===== src/pmic_power_sequencer_core_assert.svh =====
// assertion macros for the power sequencer core
// needs a clock named clk and an active-low reset named arst_n in the using module
`ifndef PMIC_POWER_SEQUENCER_CORE_ASSERT_SVH
`define PMIC_POWER_SEQUENCER_CORE_ASSERT_SVH
`ifndef ASSERT_OFF
// same-cycle implication
`define PSQ_ASSERT_NOW(lbl, ante, cons) \
	lbl: assert property (@(posedge clk) disable iff (!arst_n) (ante) |-> (cons)) \
		else $error("power sequencer assertion failed");
// next-cycle implication
`define PSQ_ASSERT_NEXT(lbl, ante, cons) \
	lbl: assert property (@(posedge clk) disable iff (!arst_n) (ante) |=> (cons)) \
		else $error("power sequencer assertion failed");
`else
`define PSQ_ASSERT_NOW(lbl, ante, cons)
`define PSQ_ASSERT_NEXT(lbl, ante, cons)
`endif
`endif


===== src/psq_pkg.sv =====
// shared types and codes for the power sequencer core
// no dependencies
package psq_pkg;

	// power state codes
	localparam logic [2:0] ST_INITIAL = 3'd0;
	localparam logic [2:0] ST_IDLE    = 3'd1;
	localparam logic [2:0] ST_UP      = 3'd2;
	localparam logic [2:0] ST_DOWN    = 3'd3;
	localparam logic [2:0] ST_RESET   = 3'd4;

	// command codes
	localparam logic [1:0] CMD_TICK  = 2'd0;
	localparam logic [1:0] CMD_SET   = 2'd1;
	localparam logic [1:0] CMD_RESET = 2'd2;
	localparam logic [1:0] CMD_NONE  = 2'd3;

	typedef struct packed {
		logic [15:0] delay_ticks;
		logic [15:0] strobe_high_ticks;
		logic [15:0] hold_wait_ticks;
		logic [15:0] reset_wait_ticks;
		logic [7:0]  retry_limit;
	} cfg_t;

	typedef struct packed {
		logic boot;
		logic rev;
		logic chip;
		logic strobe;
		logic disp;
	} pins_t;

	typedef struct packed {
		logic [2:0] power_state;
		logic [2:0] step;
		logic [7:0] retry_count;
		logic       min_flag;
		pins_t      pins;
	} seq_state_t;

endpackage


===== src/psq_cfg_regs.sv =====
// configuration register file of the power sequencer
// depends on psq_pkg
module psq_cfg_regs (
	input  logic             clk,
	input  logic             arst_n,
	input  logic             cfg_we,
	input  logic [2:0]       cfg_addr,
	input  logic [15:0]      cfg_wdata,
	output psq_pkg::cfg_t    cfg
);
	import psq_pkg::*;

	localparam logic [2:0] REG_DELAY  = 3'd0;
	localparam logic [2:0] REG_STROBE = 3'd1;
	localparam logic [2:0] REG_HOLD   = 3'd2;
	localparam logic [2:0] REG_RWAIT  = 3'd3;
	localparam logic [2:0] REG_RETRY  = 3'd4;

	cfg_t cfg_q;

	always_ff @(posedge clk or negedge arst_n) begin
		if (!arst_n) begin
			cfg_q.delay_ticks       <= 16'd5;
			cfg_q.strobe_high_ticks <= 16'd3;
			cfg_q.hold_wait_ticks   <= 16'd100;
			cfg_q.reset_wait_ticks  <= 16'd400;
			cfg_q.retry_limit       <= 8'd3;
		end else if (cfg_we) begin
			case (cfg_addr)
				REG_DELAY:  cfg_q.delay_ticks       <= cfg_wdata;
				REG_STROBE: cfg_q.strobe_high_ticks <= cfg_wdata;
				REG_HOLD:   cfg_q.hold_wait_ticks   <= cfg_wdata;
				REG_RWAIT:  cfg_q.reset_wait_ticks  <= cfg_wdata;
				REG_RETRY:  cfg_q.retry_limit       <= cfg_wdata[7:0];
				default: begin
				end
			endcase
		end
	end

	assign cfg = cfg_q;

endmodule


===== src/psq_step.sv =====
// next-state logic of the power sequencer for one command
// depends on psq_pkg
module psq_step #(
	parameter int CNT_W = 16
) (
	input  psq_pkg::cfg_t       cfg,
	input  psq_pkg::seq_state_t cur,
	input  logic [CNT_W-1:0]    tick_cur,
	input  logic [1:0]          cmd,
	input  logic                hold_level,
	input  logic [2:0]          req_state,
	input  logic                min_system,
	input  logic                main_power_on,
	output psq_pkg::seq_state_t nxt,
	output logic [CNT_W-1:0]    tick_nxt,
	output logic                irq_event,
	output logic                timed_out,
	output logic                accepted
);
	import psq_pkg::*;

	localparam int CW = (CNT_W > 16) ? CNT_W : 16;

	// power-up steps
	localparam logic [2:0] UP_ENABLE = 3'd0;
	localparam logic [2:0] UP_DELAY  = 3'd1;
	localparam logic [2:0] UP_STROBE = 3'd2;
	localparam logic [2:0] UP_HOLD   = 3'd3;
	localparam logic [2:0] UP_DONE   = 3'd4;
	// reset steps
	localparam logic [2:0] RS_RAILS   = 3'd0;
	localparam logic [2:0] RS_PINS    = 3'd1;
	localparam logic [2:0] RS_WAIT    = 3'd2;
	localparam logic [2:0] RS_RESTART = 3'd3;
	// step left behind by power-down
	localparam logic [2:0] DN_DONE    = 3'd1;

	logic [CNT_W-1:0] tick_inc;
	logic [CW-1:0]    inc_w;
	logic [7:0]       retry_inc;

	// saturating increments
	assign tick_inc  = (&tick_cur) ? tick_cur : tick_cur + CNT_W'(1);
	assign inc_w     = CW'(tick_inc);
	assign retry_inc = (&cur.retry_count) ? cur.retry_count : cur.retry_count + 8'd1;

	always_comb begin
		nxt       = cur;
		tick_nxt  = tick_cur;
		irq_event = 1'b0;
		timed_out = 1'b0;
		accepted  = 1'b0;
		case (cmd)
			CMD_TICK: begin
				accepted = 1'b1;
				case (cur.power_state)
					ST_UP: begin
						case (cur.step)
							UP_ENABLE: begin
								nxt.pins.disp   = 1'b1;
								nxt.pins.strobe = 1'b0;
								nxt.pins.chip   = 1'b1;
								nxt.pins.rev    = 1'b1;
								nxt.step        = UP_DELAY;
								tick_nxt        = '0;
							end
							UP_DELAY: begin
								tick_nxt = tick_inc;
								if (inc_w >= CW'(cfg.delay_ticks)) begin
									tick_nxt        = '0;
									nxt.step        = UP_STROBE;
									nxt.pins.strobe = 1'b1;
								end
							end
							UP_STROBE: begin
								tick_nxt = tick_inc;
								if (inc_w >= CW'(cfg.strobe_high_ticks)) begin
									tick_nxt        = '0;
									nxt.step        = UP_HOLD;
									nxt.pins.strobe = 1'b0;
								end
							end
							UP_HOLD: begin
								if (!hold_level) begin
									tick_nxt = tick_inc;
									if (inc_w >= CW'(cfg.hold_wait_ticks)) begin
										nxt.retry_count = retry_inc;
										tick_nxt        = '0;
										if (retry_inc >= cfg.retry_limit) begin
											nxt.step  = UP_DONE;
											timed_out = 1'b1;
										end else begin
											nxt.pins.strobe = 1'b0;
											nxt.pins.chip   = 1'b0;
											nxt.step        = UP_ENABLE;
										end
									end
								end else begin
									nxt.step        = UP_DONE;
									tick_nxt        = '0;
									nxt.retry_count = '0;
								end
							end
							UP_DONE: begin
								irq_event       = 1'b1;
								nxt.power_state = ST_IDLE;
							end
							default: begin
							end
						endcase
					end
					ST_DOWN: begin
						nxt.pins.strobe = 1'b0;
						nxt.pins.chip   = 1'b0;
						nxt.step        = DN_DONE;
						nxt.power_state = ST_IDLE;
						nxt.retry_count = '0;
					end
					ST_RESET: begin
						case (cur.step)
							RS_RAILS: begin
								nxt.pins.disp = 1'b0;
								nxt.step      = RS_PINS;
							end
							RS_PINS: begin
								nxt.pins.strobe = 1'b0;
								nxt.pins.chip   = 1'b0;
								nxt.pins.boot   = cur.min_flag;
								tick_nxt        = '0;
								nxt.retry_count = '0;
								nxt.step        = RS_WAIT;
							end
							RS_WAIT: begin
								tick_nxt = tick_inc;
								if (inc_w > CW'(cfg.reset_wait_ticks)) begin
									nxt.step = RS_RESTART;
								end
							end
							RS_RESTART: begin
								tick_nxt        = '0;
								nxt.step        = UP_ENABLE;
								nxt.power_state = ST_UP;
								nxt.min_flag    = 1'b0;
							end
							default: begin
							end
						endcase
					end
					default: begin
					end
				endcase
			end
			CMD_SET: begin
				accepted = 1'b1;
				if (req_state <= ST_RESET) begin
					tick_nxt        = '0;
					nxt.step        = '0;
					nxt.power_state = req_state;
					nxt.min_flag    = 1'b0;
				end
			end
			CMD_RESET: begin
				if (cur.power_state == ST_IDLE && main_power_on) begin
					tick_nxt        = '0;
					nxt.step        = '0;
					nxt.power_state = ST_RESET;
					nxt.min_flag    = min_system;
					accepted        = 1'b1;
				end
			end
			default: begin
			end
		endcase
	end

endmodule


===== src/pmic_power_sequencer_core.sv =====
// power sequencer core: a transaction passes the input stage, then the result register, on
// its way to the master side; throughput one transaction per cycle while m_tready takes
// results; the state update is a single pass of psq_step between these two registers, with no stall of its own
// arst_n clears the sequencer to the initial state with all pins low and loads
// the configuration defaults; both stream stages come out of reset empty
`include "pmic_power_sequencer_core_assert.svh"
module pmic_power_sequencer_core #(
	parameter int TICK_COUNT_WIDTH = 16
) (
	input  logic        clk,
	input  logic        arst_n,
	// configuration write port
	input  logic        cfg_we,
	input  logic [2:0]  cfg_addr,
	input  logic [15:0] cfg_wdata,
	// command stream
	input  logic        s_tvalid,
	output logic        s_tready,
	input  logic [7:0]  s_tdata,   // hold_level, req_state[2:0], min_system, main_power_on, 2'b0
	input  logic [1:0]  s_tuser,   // cmd
	// result stream
	output logic        m_tvalid,
	input  logic        m_tready,
	output logic [15:0] m_tdata    // display_enable, strobe_level, chip_enable, reverse_irq,
	                               // boot_mode_pin, irq_enable_event, state_now[2:0],
	                               // timed_out, accepted, 5'b0
);
	import psq_pkg::*;

	localparam int W = TICK_COUNT_WIDTH;

	// input stage
	logic       valid_s1;
	logic [1:0] cmd_s1;
	logic       hold_s1;
	logic [2:0] req_s1;
	logic       min_s1;
	logic       main_s1;

	// sequencer state
	seq_state_t   state_q;
	logic [W-1:0] tick_q;

	// result register
	logic        out_valid_q;
	logic [15:0] out_data_q;

	cfg_t         cfg;
	seq_state_t   state_nxt;
	logic [W-1:0] tick_nxt;
	logic         irq_event;
	logic         timed_out;
	logic         accepted;
	logic         adv;

	// the input stage moves on whenever the result register is free or being drained
	assign adv      = valid_s1 && (!out_valid_q || m_tready);
	assign s_tready = !valid_s1 || adv;

	psq_cfg_regs u_cfg (
		.clk       (clk),
		.arst_n    (arst_n),
		.cfg_we    (cfg_we),
		.cfg_addr  (cfg_addr),
		.cfg_wdata (cfg_wdata),
		.cfg       (cfg)
	);

	psq_step #(
		.CNT_W (W)
	) u_step (
		.cfg           (cfg),
		.cur           (state_q),
		.tick_cur      (tick_q),
		.cmd           (cmd_s1),
		.hold_level    (hold_s1),
		.req_state     (req_s1),
		.min_system    (min_s1),
		.main_power_on (main_s1),
		.nxt           (state_nxt),
		.tick_nxt      (tick_nxt),
		.irq_event     (irq_event),
		.timed_out     (timed_out),
		.accepted      (accepted)
	);

	// control: stage valids and sequencer state
	always_ff @(posedge clk or negedge arst_n) begin
		if (!arst_n) begin
			valid_s1    <= 1'b0;
			out_valid_q <= 1'b0;
			state_q     <= '0;
			tick_q      <= '0;
		end else begin
			if (s_tready) begin
				valid_s1 <= s_tvalid;
			end
			if (adv) begin
				out_valid_q <= 1'b1;
				state_q     <= state_nxt;
				tick_q      <= tick_nxt;
			end else if (m_tready) begin
				out_valid_q <= 1'b0;
			end
		end
	end

	// payload: unpack the command transaction
	always_ff @(posedge clk) begin
		if (s_tready && s_tvalid) begin
			cmd_s1  <= s_tuser;
			hold_s1 <= s_tdata[0];
			req_s1  <= s_tdata[3:1];
			min_s1  <= s_tdata[4];
			main_s1 <= s_tdata[5];
		end
	end

	// payload: pin levels are reported after the update
	always_ff @(posedge clk) begin
		if (adv) begin
			out_data_q <= {5'b0, accepted, timed_out, state_nxt.power_state, irq_event,
				state_nxt.pins.boot, state_nxt.pins.rev, state_nxt.pins.chip,
				state_nxt.pins.strobe, state_nxt.pins.disp};
		end
	end

	assign m_tvalid = out_valid_q;
	assign m_tdata  = out_data_q;

	// power-up only ends by going idle
	`PSQ_ASSERT_NOW(a_irq_idle, out_valid_q && out_data_q[5], out_data_q[8:6] == ST_IDLE)
	// a timeout and the end of power-up never share a transaction
	`PSQ_ASSERT_NOW(a_irq_tmo_excl, out_valid_q, !(out_data_q[5] && out_data_q[9]))
	// ticks and set requests are always taken
	`PSQ_ASSERT_NEXT(a_tick_set_acc, adv && (cmd_s1 == CMD_TICK || cmd_s1 == CMD_SET),
		out_data_q[10])
	// a valid set request restarts the counter
	`PSQ_ASSERT_NEXT(a_set_clears, adv && cmd_s1 == CMD_SET && req_s1 <= ST_RESET,
		tick_q == '0 && state_q.step == 3'd0)

endmodule


===== config.mk =====
export PLATFORM = sky130hd
export DESIGN_NAME = pmic_power_sequencer_core
export DESIGN_NICKNAME = d
export VERILOG_FILES = /design/src/psq_pkg.sv /design/src/psq_cfg_regs.sv /design/src/psq_step.sv /design/src/pmic_power_sequencer_core.sv
export VERILOG_INCLUDE_DIRS = /design/src /design/src/src
export SDC_FILE = /design/constraint.sdc
export NUM_CORES = 1
export LEC_CHECK = 0
export ABC_AREA = 1
export BUFFER_PORTS_ARGS = -buffer_cell sky130_fd_sc_hd__buf_2
export CAP_MARGIN = 40
export CORE_MARGIN = 10
export CORE_UTILIZATION = 45
export CTS_CLUSTER_DIAMETER = 60
export DETAILED_ROUTE_END_ITERATION = 16
export GPL_ROUTABILITY_DRIVEN = 1
export PLACE_DENSITY = 0.63
export SLEW_MARGIN = 30
export SYNTH_ARGS = -nofsm -noshare
export SYNTH_HDL_FRONTEND = slang
export SYNTH_SLANG_ARGS = --single-unit

===== constraint.sdc =====
create_clock -name clk -period 6.7 [get_ports clk]
set_clock_uncertainty 0.2 [all_clocks]
set_input_delay 1.005 -clock clk [delete_from_list [all_inputs] [get_ports clk]]
set_output_delay 1.005 -clock clk [all_outputs]
set_load 0.01 [all_outputs]

==> results.yml <==
sta:
  fmax_mhz: 231.0
  setup_violations: 0
  finalSetupTns_ns: 0
  worst_slack_ns: 2.371
  hold_ws_ns: 0.2475
  slew_violations: 0
  tightest_slew_ns: 0.7535
  period_share_pct: 64.61
  rsz0062_at_grt: "no"
  relSlewSlack_pct: 49.35
  period_needed_ns: 4.329
  hold_viol_final: 0
yosys:
  ys_types: 45
  synthCells: 1018
  synthFlopType: "dfrtp_1"
  yosysWarnings: 0
  syn_area_per_cell_um2: 7.762
  async_flop_share_pct: 85.27
  ys_seq_elements: 129
  syn-cell-area_mm2: 0.007901
  seq_area_frac_synth_pct: 42.25
  synth_edf_count: 19
floorplanning:
  die_area_mm2: 0.02326
  initial_core_util_pct: 45.84
  core-area_mm2: 0.01724
  fp-row-count: 48
  die_w_um: 152.5
  io_pins: 52
  die_y_um: 152.5
global_routing:
  grt_pass1_wl_mm: 30.33
  grt_antenna_before_repair: 0
  grt_max_degree: 65
  grt_usage_pct: 15.66
  grt_pass1_vias: 6180
  gr-total-overflow: 0
critical_path:
  critPathKind: "flip-flop to flip-flop"
  cp_num_buf_inv: 2
  critPathLaunchType: "flip-flop"
  cpPeakStageDelay_ns: 0.41
  end_kind: "flip-flop"
  cp_cell_sequence: "ha_1 -> clkinv_1 -> nor2_2 -> nand3_1 -> nor2_1 -> nand4_1 -> nand4_1 -> xor2_1 -> inv_1 -> ha_1 -> a21oi_1 -> o21ai_0 -> a21oi_1 -> nand3_1 -> o21ai_0 -> nand3_1 -> nand2_1 -> o21ai_0"
  worstPathRequired_ns: 6.66
  crit_family: "simple AND/OR/NAND/NOR gates"
  crit_arrival_ns: 4.29
  cpMaxStageDelayCell: "dfrtp_1"
  critPathMaxFanout: 7
clock_tree:
  cts_root_buf: "clkbuf_16"
  clock_sinks: 129
  cts_resized: 0
  clk_pin_slew_worst_paths_ns: 0.06
  clk_latency_ns: 0.42
  cts_made_buffers: 17
  cts_htree_levels: 4
  cts_hold_buf: 0
  clockBufferDepth: 2
  cts_tree: "done"
  post_cts_buffers: 0
place:
  pre_cts_slack_ns: 2.423
  place_area_mm2: 0.008328
  hpwlAfterDp_mm: 13.06
  place.gp.congestion: 0.8468
  port_buffers: 44
route:
  drcViolationCount: 0
  drtIter0Drc: 349
  routed_wl_mm: 17.64
  num_vias: 6264
  avgViaCountPerCell: 4.807
  post_drt_wl_per_cell_um: 13.53
  ant_nets: 0
  first_pass_iters: 4
layout:
  final_cell_mix: "nand2_1 (276), inv_1 (162), dfrtp_1 (98)"
  layout_commonest_cell: "nand2_1"
  final_nets: 1177
  area_growth_pct: 13.84
  antenna_cells: 0
  n_fill_cell: 1690
  design_area_mm2: 0.008995
  drive_above_1_share_pct: 12.06
power_and_ir_drop:
  peakVddDrop_mv: 0.1949
  p_per_area_mw_per_mm2: 286.3
  p_leak_nw: 4.640
  power_w: 0.002575
run:
  max-cap-violations: 0
hold_path:
  hold_path.class: "input port to asynchronous set/reset pin"
run_status:
  status: "complete, no violations"
[synthesized netlist by cell type, types with 2 or more instances]
| cell | instances | area share [%] |
|---|---|---|
| a31oi_1 | 4 | 0.32 |
| buf_6 | 2 | 0.29 |
| nor3_1 | 15 | 0.95 |
| inv_2 | 11 | 0.52 |
| buf_4 | 6 | 0.57 |
| o21ai_0 | 93 | 5.9 |
| nand4_1 | 14 | 1.1 |
| or2_1 | 2 | 0.16 |
| a21oi_1 | 44 | 2.8 |
| clkinv_1 | 2 | 0.095 |
| nand2_1 | 276 | 13 |
| xor2_1 | 9 | 1.0 |
| ha_1 | 78 | 12 |
| dfrtp_1 | 98 | 31 |
| or2_2 | 3 | 0.24 |
| clkbuf_1 | 16 | 0.76 |
| o21ai_1 | 17 | 1.1 |
| nand3_2 | 2 | 0.25 |
| nor4_1 | 4 | 0.32 |
| edfxtp_1 | 19 | 7.2 |
| dfstp_2 | 12 | 4.0 |
| nor2_2 | 12 | 0.95 |
| o21a_1 | 3 | 0.29 |
| nand3_1 | 32 | 2.0 |
| nand2_2 | 2 | 0.16 |
| nor2_1 | 62 | 2.9 |
| inv_1 | 162 | 7.7 |
[cell families (layout without fill, tap and decap cells)]
family          Yosys count  after routing  synth area share [%]
compound gates          168            168                 11.08
simple gates            431            431                 23.12
buf+inv                 201            257                 10.04
other cells               1              5               0.04746
flops                   129            129                 42.25
fa+ha+maj                78             78                 12.35
xor+xnor                 10             10                 1.109
[metrics by stage]
stage               std cells  util [%]
detailed placement       1268     48.32
finish                   1303     52.19
floorplan                1022         -
global route             1303     52.19
global placement         1266     48.11
CTS                      1300     51.87
[registers in the layout, summed over array words and instances, names as in the netlist]
name / count
u_cfg.cfg: 72
state_q: 20
tick_q: 16
m_tdata: 11
req_s1: 3
cmd_s1: 2
hold_s1: 1
m_tvalid: 1
main_s1: 1
min_s1: 1
valid_s1: 1
[report_power, final]
| group | switching (W) | internal [W] | leakage, nW | total (W) |
|---|---|---|---|---|
| sequential | 0.0000806 | 0.000950 | 1.55 | 0.00103 |
| clock | 0.000354 | 0.000606 | 0.296 | 0.000960 |
| combinational | 0.000368 | 0.000217 | 2.79 | 0.000585 |
[worst paths after layout]
check / endpoint / slack (ns) / depth (start not counted) / startpoint
worst max-delay path: m_tdata[1]$_DFFE_PP_ / 2.37 / 18 / tick_q[0]$_DFFE_PN0P_
worst min-delay path: state_q[12]$_DFFE_PN0P_ / 0.25 / 1 / arst_n
worst max register to register: m_tdata[1]$_DFFE_PP_ / 2.37 / 18 / tick_q[0]$_DFFE_PN0P_
worst min register to register: state_q[3]$_DFFE_PN0P_ / 0.26 / 2 / state_q[3]$_DFFE_PN0P_
max in group asynchronous: tick_q[15]$_DFFE_PN0P_ / 5.16 / 2 / arst_n
min in group clk: state_q[3]$_DFFE_PN0P_ / 0.26 / 2 / state_q[3]$_DFFE_PN0P_
[cell type report]
type	instances	area [µm²]	area share [%]
multi-input cells	692	3795	42.19
flip-flops and latches	129	3338	37.11
inverters	175	656.9	7.303
clock buffers	19	454.2	5.049
repair buffers	50	310.3	3.450
well taps	225	281.5	3.130
clock inverters	13	158.9	1.767
[layer usage]
metal,up-vias,part of all wire [%],routed length [µm],global-route usage (%)
met2,72,47,8341,25.39
met4,0,1.5,267,4.950
met1,2816,49,8575,20.22
li1,3361,-,-,-
met3,15,2.6,451,3.641
met5,-,0,0,0
(Power assumes the default switching activity.)
